==> src/rtl/core/rsm5_pkg.sv <==
package rsm5_pkg;

	localparam int CHANNELS = 6;
	localparam int WINDOW   = 5;

	localparam int CH_W   = 3;
	localparam int DIST_W = 16;
	localparam int SAMP_W = 15;
	localparam int POS_W  = $clog2(WINDOW);
	localparam int RANK_W = $clog2(WINDOW);

	// Rank of the median among WINDOW samples, counted from zero.
	localparam int MED_RANK = WINDOW / 2;

	localparam logic [SAMP_W-1:0] MAX_RANGE_RESET = SAMP_W'(400);

	// The out-of-range code.
	localparam logic [DIST_W-1:0] NO_RANGE = '1;

	typedef logic [SAMP_W-1:0] sample_t;
	typedef logic [WINDOW-1:0][SAMP_W-1:0] window_t;

	typedef struct packed {
		logic [CH_W-1:0] ch;
		logic            wr;
		sample_t         sample;
	} st_req_t;

	typedef struct packed {
		logic    full;
		window_t row;
	} st_resp_t;

endpackage

==> src/rtl/core/rsm5_median.sv <==
module rsm5_median (
	input  rsm5_pkg::window_t v,
	output rsm5_pkg::sample_t med
);
	import rsm5_pkg::*;

	// Each sample gets a stable rank: ties are broken by position, so the
	// ranks form a permutation and exactly one sample holds the median rank.
	always_comb begin
		logic [RANK_W-1:0] rank;
		sample_t           acc;
		acc = '0;
		for (int i = 0; i < WINDOW; i++) begin
			rank = '0;
			for (int j = 0; j < WINDOW; j++) begin
				if (j != i) begin
					if ((v[j] < v[i]) || ((v[j] == v[i]) && (j < i))) begin
						rank = rank + RANK_W'(1);
					end
				end
			end
			if (rank == RANK_W'(MED_RANK)) begin
				acc = acc | v[i];
			end
		end
		med = acc;
	end

endmodule

==> src/rtl/core/rsm5_chan_state.sv <==
module rsm5_chan_state (
	input  logic               clk,
	input  logic               arst_n,
	input  rsm5_pkg::st_req_t  req,
	output rsm5_pkg::st_resp_t resp
);
	import rsm5_pkg::*;

	window_t          store_q [CHANNELS];
	logic [POS_W-1:0] pos_q [CHANNELS];
	logic [CHANNELS-1:0] full_q;

	logic             ch_ok;
	logic [CH_W-1:0]  idx;
	logic             wr;
	logic [POS_W-1:0] wpos;
	logic             wrap;
	logic [POS_W-1:0] pos_next;

	assign ch_ok = (32'(req.ch) < CHANNELS);
	assign idx   = ch_ok ? req.ch : '0;
	assign wr    = req.wr && ch_ok;

	assign wpos     = (32'(pos_q[idx]) >= WINDOW) ? '0 : pos_q[idx];
	assign wrap     = (wpos == POS_W'(WINDOW - 1));
	assign pos_next = wrap ? '0 : wpos + POS_W'(1);

	// The row as it stands after this word's sample goes in.
	always_comb begin
		for (int k = 0; k < WINDOW; k++) begin
			if (wr && (wpos == POS_W'(k))) begin
				resp.row[k] = req.sample;
			end else begin
				resp.row[k] = store_q[idx][k];
			end
		end
		resp.full = ch_ok && (full_q[idx] || (wr && wrap));
	end

	always_ff @(posedge clk) begin
		if (wr) begin
			store_q[idx][wpos] <= req.sample;
		end
	end

	always_ff @(posedge clk or negedge arst_n) begin
		if (!arst_n) begin
			for (int c = 0; c < CHANNELS; c++) begin
				pos_q[c] <= '0;
			end
			full_q <= '0;
		end else if (wr) begin
			pos_q[idx] <= pos_next;
			if (wrap) begin
				full_q[idx] <= 1'b1;
			end
		end
	end

	// Once a channel has warmed up it never goes back.
	a_full_sticky: assert property (@(posedge clk) disable iff (!arst_n)
		$past(full_q) == ($past(full_q) & full_q))
		else $error("window full flag dropped");

	// The ring position of the addressed channel never leaves the window.
	a_pos_range: assert property (@(posedge clk) disable iff (!arst_n)
		ch_ok |-> (32'(pos_q[idx]) < WINDOW))
		else $error("write position outside the window");

	// A channel reporting full stays full while it is not written.
	a_full_written: assert property (@(posedge clk) disable iff (!arst_n)
		(ch_ok && full_q[idx] && !wr) |=> full_q[$past(idx)])
		else $error("full flag lost without a write");

endmodule

==> src/rtl/core/range_sensor_median5_filter_unit.sv <==
// Channel   Direction  Handshake              Payload
// in        input      in_valid / in_ready    channel, raw_distance
// out       output     out_valid / out_ready  filtered_distance
// cfg       input      cfg_valid / cfg_ready  max_range_cm
//
// The range check feeds the input register, then ring update and a
// five-sample rank network feed the result register. One word is accepted
// per cycle while out_ready stays high. Reset clears all ring positions and
// warm-up flags and sets the range limit to 400; ring contents are not
// reset. A stall on the output holds the result register and lets at most
// one more word into the input register.
module range_sensor_median5_filter_unit (
	input  logic                           clk,
	input  logic                           arst_n,
	input  logic                           in_valid,
	output logic                           in_ready,
	input  logic [rsm5_pkg::CH_W-1:0]      channel,
	input  logic signed [rsm5_pkg::DIST_W-1:0] raw_distance,
	output logic                           out_valid,
	input  logic                           out_ready,
	output logic signed [rsm5_pkg::DIST_W-1:0] filtered_distance,
	input  logic                           cfg_valid,
	output logic                           cfg_ready,
	input  logic [rsm5_pkg::SAMP_W-1:0]    max_range_cm
);
	import rsm5_pkg::*;

	sample_t             max_range_q;
	logic                valid_s1;
	logic [CH_W-1:0]     ch_s1;
	logic [DIST_W-1:0]   dist_s1;
	logic                out_valid_q;
	logic [DIST_W-1:0]   res_q;

	logic                go_s1;
	logic [DIST_W-1:0]   checked;
	st_req_t             st_req;
	st_resp_t            st_resp;
	sample_t             med;
	logic [DIST_W-1:0]   result;

	assign cfg_ready = 1'b1;

	always_ff @(posedge clk or negedge arst_n) begin
		if (!arst_n) begin
			max_range_q <= MAX_RANGE_RESET;
		end else if (cfg_valid) begin
			max_range_q <= max_range_cm;
		end
	end

	assign go_s1    = valid_s1 && (!out_valid_q || out_ready);
	assign in_ready = !valid_s1 || go_s1;

	assign checked = ($signed(raw_distance) > $signed({1'b0, max_range_q})) ?
		NO_RANGE : raw_distance;

	always_ff @(posedge clk or negedge arst_n) begin
		if (!arst_n) begin
			valid_s1 <= 1'b0;
		end else if (in_ready) begin
			valid_s1 <= in_valid;
		end
	end

	always_ff @(posedge clk) begin
		if (in_valid && in_ready) begin
			ch_s1   <= channel;
			dist_s1 <= checked;
		end
	end

	// Negative readings, including the out-of-range code, are never stored.
	assign st_req.ch     = ch_s1;
	assign st_req.wr     = go_s1 && !dist_s1[DIST_W-1];
	assign st_req.sample = dist_s1[SAMP_W-1:0];

	rsm5_chan_state u_state (
		.clk    (clk),
		.arst_n (arst_n),
		.req    (st_req),
		.resp   (st_resp)
	);

	rsm5_median u_median (
		.v   (st_resp.row),
		.med (med)
	);

	assign result = st_resp.full ? {1'b0, med} : dist_s1;

	always_ff @(posedge clk or negedge arst_n) begin
		if (!arst_n) begin
			out_valid_q <= 1'b0;
		end else if (go_s1) begin
			out_valid_q <= 1'b1;
		end else if (out_ready) begin
			out_valid_q <= 1'b0;
		end
	end

	always_ff @(posedge clk) begin
		if (go_s1) begin
			res_q <= result;
		end
	end

	assign out_valid         = out_valid_q;
	assign filtered_distance = res_q;

	// With the result register empty the input side never stalls.
	a_no_bubble: assert property (@(posedge clk) disable iff (!arst_n)
		!out_valid_q |-> in_ready)
		else $error("input stalled with empty output");

	// A word in the input register moves on when the output is free.
	a_s1_moves: assert property (@(posedge clk) disable iff (!arst_n)
		(valid_s1 && !out_valid_q) |=> out_valid_q)
		else $error("word stuck in the input register");

	// A median result is never negative.
	a_median_sign: assert property (@(posedge clk) disable iff (!arst_n)
		(go_s1 && st_resp.full) |=> !res_q[DIST_W-1])
		else $error("negative median");

endmodule

==> config.mk <==
export PLATFORM = sky130hd
export DESIGN_NAME = range_sensor_median5_filter_unit
export DESIGN_NICKNAME = d
export VERILOG_FILES = /design/src/rtl/core/rsm5_pkg.sv /design/src/rtl/core/rsm5_median.sv /design/src/rtl/core/rsm5_chan_state.sv /design/src/rtl/core/range_sensor_median5_filter_unit.sv
export SDC_FILE = /design/constraint.sdc
export NUM_CORES = 1
export LEC_CHECK = 0
export ABC_CLOCK_PERIOD_IN_PS = 8800
export BUFFER_PORTS_ARGS = -buffer_cell sky130_fd_sc_hd__buf_2
export CORE_ASPECT_RATIO = 0.8
export CORE_MARGIN = 2
export CORE_UTILIZATION = 55
export CTS_BUF_LIST = sky130_fd_sc_hd__clkbuf_4
export DETAILED_ROUTE_END_ITERATION = 7
export PLACE_DENSITY_LB_ADDON = 0.3
export RECOVER_POWER = 100
export SETUP_SLACK_MARGIN = 0.15
export SYNTH_ARGS = -nofsm -noshare
export SYNTH_HDL_FRONTEND = slang
export SYNTH_SLANG_ARGS = --single-unit
export TNS_END_PERCENT = 100
==> constraint.sdc <==
create_clock -name clk -period 8.8 [get_ports clk]
set_input_delay 2.64 -clock clk [delete_from_list [all_inputs] [get_ports clk]]
set_output_delay 2.64 -clock clk [all_outputs]
set_load 0.05 [all_outputs]
==> results of run 1 <==
layer usage:
metal  share of wire  wire length, um
met1            0.41            33600
met2            0.44            36300
met3            0.12             9420
met4           0.029             2370
met5               0                0
where the power goes:
part	switching, mW	total [mW]	internal, mW	leakage [nW]
clock	0.982	2.04	1.06	0.971
combinational	1.19	1.84	0.654	5.38
sequential	0.0456	2.88	2.83	4.88
metrics by stage:
stage | cell area [um2] | utilization
global route | 30000 | 0.623
detailed placement | 28600 | 0.594
floorplan | 26800 | -
finish | 30000 | 0.623
global placement | 28600 | 0.594
CTS | 30200 | 0.627
synth_stat cells, types with 10 or more instances:
cell	instances
ha_1	154
o221ai_1	20
edfxtp_1	485
nor2_1	135
xnor2_1	31
dfrtp_1	38
o211ai_1	10
buf_2	10
a211oi_1	21
inv_1	99
a21oi_1	98
and2_1	12
a21o_1	23
nand2_1	260
nand3_1	94
mux2i_1	34
o21ai_0	122
nand2b_1	31
buf_1	12
clkbuf_1	73
nor3_1	15
nor2b_1	16
a31oi_1	17
mux2_2	26
nor4_1	10
maj3_1	16
and3b_1	12
o21ai_1	10
nand4_1	17
mux4_2	56
o311ai_1	11
kinds of logic (layout without fill, tap and decap cells):
| family | count (synthesis) | after routing | share of synthesized area |
|---|---|---|---|
| xor gates and xnor gates | 39 | 39 | 0.0128 |
| DFF | 526 | 526 | 0.583 |
| buffers and inverters | 204 | 514 | 0.0308 |
| other | 1 | 3 | 0.000140 |
| muxes | 122 | 122 | 0.0743 |
| and+or+nand+nor | 647 | 647 | 0.113 |
| AOI/OAI and AO/OA | 431 | 431 | 0.107 |
| adders and majority gates | 173 | 173 | 0.0792 |
placed cells by master (no fill, tap or decap), types with 7 or more instances in the layout:
| cell | netlist | final |
|---|---|---|
| o21ai_1 | 10 | 9 |
| o211ai_1 | 10 | 10 |
| nor2_1 | 135 | 135 |
| xnor2_1 | 31 | 31 |
| nand4_1 | 17 | 17 |
| dfrtp_1 | 38 | 38 |
| buf_4 | 6 | 102 |
| a31o_2 | 8 | 8 |
| and3_1 | 7 | 7 |
| mux2_2 | 26 | 25 |
| mux2i_1 | 34 | 34 |
| clkbuf_4 | 0 | 178 |
| nand2b_1 | 31 | 31 |
| inv_1 | 99 | 100 |
| clkinv_1 | 0 | 23 |
| a21oi_1 | 98 | 97 |
| nor3_1 | 15 | 15 |
| and2_1 | 12 | 10 |
| buf_2 | 10 | 35 |
| o21a_1 | 7 | 7 |
| and3b_1 | 12 | 12 |
| nand2_1 | 260 | 260 |
| a32o_1 | 7 | 7 |
| ha_1 | 154 | 152 |
| maj3_1 | 16 | 16 |
| mux4_2 | 56 | 56 |
| a21o_1 | 23 | 23 |
| nand3_1 | 94 | 94 |
| a211oi_1 | 21 | 21 |
| edfxtp_1 | 485 | 485 |
| xor2_1 | 8 | 8 |
| o221ai_1 | 20 | 20 |
| nor2b_1 | 16 | 15 |
| o21ai_0 | 122 | 123 |
| o311ai_0 | 1 | 7 |
| a31oi_1 | 17 | 17 |
| clkbuf_1 | 73 | 53 |
worst max path at each step:
stage / start / endpoint / slack (ns) / depth (start not counted)
5_1_grt: ch_s1[1] / filtered_distance[8] / 0.12 / 25
2_1_floorplan: out_ready / filtered_distance[8] / 0.34 / 25
6_report: ch_s1[1] / filtered_distance[8] / 0.44 / 30
4_1_cts: ch_s1[2] / filtered_distance[9] / 0.66 / 26
3_3_place_gp: out_ready / filtered_distance[9] / 0.29 / 23
3_5_place_dp: out_ready / filtered_distance[9] / 0.26 / 22
flip-flops by register name, summed over array words and instances (netlist names):
name and flops:
ch_s1 3, dist_s1 16, filtered_distance 16, max_range_q 15, out_valid 1, u_state.full_q 6
u_state.pos_q 18, u_state.store_q 450, valid_s1 1
critical path, delay by kind of cell, from the launching register on:
family / cells / cell delay [ns]
AO/OA/AOI/OAI: 8 / 1.87
XOR/XNOR: 1 / 0.18
adder cells (fa/ha/maj): 5 / 1.77
buffers and inverters: 4 / 0.66
flip-flops: 1 / 0.45
multiplexers: 2 / 0.25
AND/OR/NAND/NOR: 10 / 2.94
cell type report:
| type | count | area (um2) | share of cell area |
|---|---|---|---|
| timing repair buffer | 194 | 1220 | 0.0406 |
| sequential | 526 | 15600 | 0.520 |
| clock buffer | 178 | 1340 | 0.0445 |
| clock inverter | 42 | 297 | 0.00988 |
| multi-input combinational | 1413 | 10400 | 0.346 |
| tap | 629 | 787 | 0.0262 |
| inverter | 100 | 375 | 0.0125 |
| antenna | 2 | 5.00 | 0.000167 |
==> results.sh, run 1 <==
export IMPL_status="complete, but fails checks"
export IMPL_violations="max-capacitance violations, max-slew violations"
export IMPL_setup_tns_final_ns=0
export IMPL_grt_overflow=0
export IMPL_slowest_stage="a21oi_1"
export IMPL_io_buffers=56
export IMPL_worst_pin_slew_ns=2.66
export IMPL_via_count=19380
export IMPL_nets=2559
export IMPL_synth_distinct_cells=98
export IMPL_cts_tree="done"
export IMPL_critPathMaxStageDelay_ns=0.63
export IMPL_ios=58
export IMPL_slew_headroom=-0.775
export IMPL_power_leakage_nw=11.2
export IMPL_cts_buffer_depth=3
export IMPL_post_cts_buffers=0
export IMPL_required_ns=9.41
export IMPL_timing_hold_ws_ns=0.474
export IMPL_antenna_found_initial=2
export IMPL_drc=0
export IMPL_h_tree_depth=4
export IMPL_start_kind="flip-flop"
export IMPL_hold_violations=0
export IMPL_grt_max_degree=100
export IMPL_r2r_slack_ns=0.44
export IMPL_skew_ns=0.102
export IMPL_netlist_area_um2=26800
export IMPL_grt_usage=0.326
export IMPL_fillCellCount=3750
export IMPL_grt_pass1_wl_mm=120
export IMPL_synth_edf_count=485
export IMPL_die_area_um2=50500
export IMPL_grt_use_met2=0.489
export IMPL_syn_inst=2143
export IMPL_finalNonFillerCells=3084
export IMPL_yosys_warnings=0
export IMPL_hold_buffers=0
export IMPL_reg2regPathDepth=30
export IMPL_grt_pass1_vias=18969
export IMPL_cts_sinks=526
export IMPL_die_y_um=201
export IMPL_place_hpwl_mm=55.4
export IMPL_clk_latency_ns=0.92
export IMPL_viasPerCell=6.28
export IMPL_finalSetupViolations=0
export IMPL_setup_ws_ns=0.437
export IMPL_endpoint_kind="flip-flop"
export IMPL_cp_max_fo=32
export IMPL_gp_congestion=1.01
export IMPL_ant_nets=0
export IMPL_rsz0062_at_grt="false"
export IMPL_p_per_area_nw_per_um2=225
export IMPL_maxCapViolCount=33
export IMPL_ys_async_sr_fraction=0.0779
export IMPL_final_min_clock_period_ns=8.36
export IMPL_max_freq_mhz=120
export IMPL_synthFlopType="edfxtp_1"
export IMPL_initialDrtViolationCount=2381
export IMPL_die_width_um=251
export IMPL_arrival_ns=8.98
export IMPL_synth_nets=2336
export IMPL_finalWirelength_mm=81.7
export IMPL_post_drt_wl_per_cell_um=26.5
export IMPL_timing_hold_worst_class="flip-flop to flip-flop"
export IMPL_slew_viol_final=816
export IMPL_yosysSeqAreaShare=0.583
export IMPL_synth_top_area_share=0.544
export IMPL_clk_transition_reported_paths_ns=0.06
export IMPL_holdPathEnd="u_state.full_q[5]"
export IMPL_ir_worst_vdd_uv=131
export IMPL_place_ws_ns=0.263
export IMPL_crit_type="flip-flop to flip-flop"
export IMPL_numCtsBuffers=131
export IMPL_core_um2=48200
export IMPL_ys_ff_latch=526
export IMPL_use_met1=0.451
export IMPL_grtUsageMet3=0.104
export IMPL_period_share=0.950
export IMPL_timing_rr_start="ch_s1[1]"
export IMPL_firstDrtPassIters=5
export IMPL_synth_area_leaders="edfxtp_1 (54%), ha_1 (7.2%), mux4_2 (4.7%)"
export IMPL_hold_depth=1
export IMPL_dp_cells=2862
export IMPL_rr_endpoint="filtered_distance[8]"
export IMPL_area_growth_pct=12.1
export IMPL_start_util=0.555
export IMPL_cts_resized=0
export IMPL_drive_gt1_frac=0.190
export IMPL_synth_avg_cell_area_um2=12.5
export IMPL_crit_top_cell="ha_1"
export IMPL_p_total_mw=6.76
export IMPL_placementRows=72
export IMPL_top_usage_layer="met2"
export IMPL_yosysTopAreaCell="edfxtp_1"
export IMPL_cts_root_buf="clkbuf_4"
export IMPL_worstHoldStart="u_state.full_q[5]"
Power figures use the tool's default switching activity.
==> run 2, diff against run 1 <==
- SYNTH_HIERARCHICAL: not set -> 1
==> run 2 against run 1 <==
  * The flow still finishes with violations (max-capacitance violations, max-slew violations)
  * Core utilization shrank 1.0 points
  * Cell count shrank 7.1%
  * Non-clock buffer count fell by 71
  * Die area decreased by 2.5%
  * Synthesized area fell by 2.6%
  * Combinational power is 14% lower
  * Worst hold slack better by 0.0027 ns
  * First-iteration DRC count decreased by 21%
  * Clock power decreased by 3%
==> results.sh, run 2 <==
export IMPL_status="complete, but fails checks"
export IMPL_violations="max-capacitance violations, max-slew violations"
export IMPL_via_count=17755
export IMPL_grt_pass1_vias=17343
export IMPL_p_per_area_nw_per_um2=223
export IMPL_start_kind="flip-flop"
export IMPL_finalInstanceArea_um2=28700
export IMPL_largestRegisters="u_state/store_q: 450 flops, u_state/pos_q: 18 flops"
export IMPL_grt_overflow=0
export IMPL_antenna_found_initial=2
export IMPL_clk_transition_reported_paths_ns=0.07
export IMPL_hold_depth=2
export IMPL_die_area_um2=49200
export IMPL_die_y_um=199
export IMPL_final_common_cell="edfxtp_1"
export IMPL_crit_type="flip-flop to flip-flop"
export IMPL_ys_ff_latch=526
export IMPL_gp_congestion=1.04
export IMPL_cts_tree="done"
export IMPL_regMostFlops="u_state/store_q"
export IMPL_finalSetupViolations=0
export IMPL_yosysSeqAreaShare=0.598
export IMPL_yosysTopAreaCell="edfxtp_1"
export IMPL_timing_hold_worst_class="flip-flop to flip-flop"
export IMPL_placementRows=71
export IMPL_synthFlopType="edfxtp_1"
export IMPL_ant_nets=0
export IMPL_nets=2375
export IMPL_skew_ns=0.0593
export IMPL_cts_sinks=526
export IMPL_synth_top_area_share=0.558
export IMPL_ios=58
export IMPL_reg2regPathDepth=31
export IMPL_required_ns=9.40
export IMPL_firstDrtPassIters=7
export IMPL_synth_area_leaders="edfxtp_1 (56%), ha_1 (8.8%), nand2_1 (5.1%)"
export IMPL_cts_root_buf="clkbuf_4"
export IMPL_h_tree_depth=4
export IMPL_die_width_um=247
export IMPL_power_leakage_nw=10.8
export IMPL_cts_buffer_depth=3
export IMPL_synth_distinct_cells=80
export IMPL_synth_nets=2203
export IMPL_hold_violations=0
export IMPL_place_hpwl_mm=47.2
export IMPL_period_share=0.927
export IMPL_slowest_stage="a222oi_1"
export IMPL_cp_max_fo=36
export IMPL_area_growth_pct=10.1
export IMPL_initialDrtViolationCount=1883
export IMPL_placed_cell_area_um2=27400
export IMPL_slew_headroom=-0.541
export IMPL_arrival_ns=8.76
export IMPL_place_ws_ns=0.120
export IMPL_numCtsBuffers=130
export IMPL_timing_rr_start="ch_s1[2]"
export IMPL_grt_max_degree=118
export IMPL_netlist_area_um2=26100
export IMPL_endpoint_kind="flip-flop"
export IMPL_grt_pass1_wl_mm=106
export IMPL_maxCapViolCount=25
export IMPL_start_util=0.556
export IMPL_ys_top_cells_by_count="edfxtp_1 (485), nand2_1 (356), ha_1 (184)"
export IMPL_slew_viol_final=686
export IMPL_max_freq_mhz=123
export IMPL_core_um2=46900
export IMPL_yosys_warnings=6
export IMPL_yosysMostFrequentCell="edfxtp_1"
export IMPL_ys_async_sr_fraction=0.0779
export IMPL_rsz0062_at_grt="false"
export IMPL_post_drt_wl_per_cell_um=24.8
export IMPL_synth_avg_cell_area_um2=13.2
export IMPL_clk_latency_ns=0.86
export IMPL_final_min_clock_period_ns=8.16
export IMPL_grt_usage=0.295
export IMPL_worst_pin_slew_ns=2.31
export IMPL_rr_endpoint="filtered_distance[4]"
export IMPL_setup_ws_ns=0.640
export IMPL_ir_worst_vdd_uv=165
export IMPL_worstHoldStart="u_state/pos_q[14]"
export IMPL_critPathMaxStageDelay_ns=0.61
export IMPL_viasPerCell=6.20
export IMPL_drive_gt1_frac=0.192
export IMPL_drc=0
export IMPL_hold_buffers=0
export IMPL_synth_edf_count=485
export IMPL_finalWirelength_mm=71.2
export IMPL_final_cell_mix="edfxtp_1 (485), nand2_1 (356), clkbuf_4 (185)"
export IMPL_holdPathEnd="u_state/pos_q[14]"
export IMPL_p_total_mw=6.39
export IMPL_syn_inst=1980
export IMPL_io_buffers=56
export IMPL_largest_reg_flops=450
export IMPL_timing_hold_ws_ns=0.477
export IMPL_r2r_slack_ns=0.64
export IMPL_setup_tns_final_ns=0
## run 2: layout make-up
class                           count  area, um2
Clock buffer                      185       1390
Clock inverter                     38        205
Multi-Input combinational cell   1272       9750
Inverter                           99        372
Tap cell                          620        776
Sequential cell                   526      15600
Fill cell                        3718      18200
Antenna cell                        2       5.00
Timing Repair Buffer              123        624
## run 2: logic make-up after synthesis
family          after synthesis  share of synthesized area
compound gates              338                     0.0928
xor+xnor                      6                    0.00202
fa+ha+maj                   184                     0.0883
buf+inv                     182                     0.0283
flops                       526                      0.598
mux                         169                     0.0923
other cells                   1                   0.000144
simple gates                574                     0.0983
## run 2: how the worst max path moves through the flow
stage | from | endpoint | depth (start not counted) | slack, ns
after global placement | out_ready | filtered_distance[4] | 27 | 0.15
after CTS | ch_s1[2] | filtered_distance[4] | 31 | 0.69
after floorplan | out_ready | filtered_distance[10] | 24 | 0.48
after detailed placement | out_ready | filtered_distance[4] | 27 | 0.12
after global routing | ch_s1[2] | filtered_distance[4] | 31 | 0.10
final | ch_s1[2] | filtered_distance[4] | 31 | 0.64
## run 2: metrics by stage
step,utilization,instances
floorplan,-,1980
global placement,0.584,2640
detailed placement,0.584,2640
CTS,0.618,2863
global route,0.612,2864
finish,0.612,2865
## run 2: timing repair
action / 4_1_cts / 5_1_grt
setup endpoints to repair: 0 / 1
gates resized for setup: 0 / 1
setup buffers: 0 / 0
## run 2: where the power goes
group	total, mW	switching (mW)	internal, mW
Clock	1.97	0.966	1.00
Combinational	1.59	1.01	0.576
Sequential	2.83	0.0312	2.80
## run 2: layer usage
metal	track usage	routed length, um
met2	0.444	32200
met3	0.0695	6950
met4	0.116	2210
met5	0	14
met1	0.417	29900
## run 2: worst max-delay path, delay by kind of cell, from the launching register on
family                   cells  cell delay (ns)
AO/OA/AOI/OAI               12             3.53
multiplexers                 2             0.44
adder cells (fa/ha/maj)      5             1.59
AND/OR/NAND/NOR              3             0.26
flip-flops                   1             0.46
buffers and inverters        9             1.61
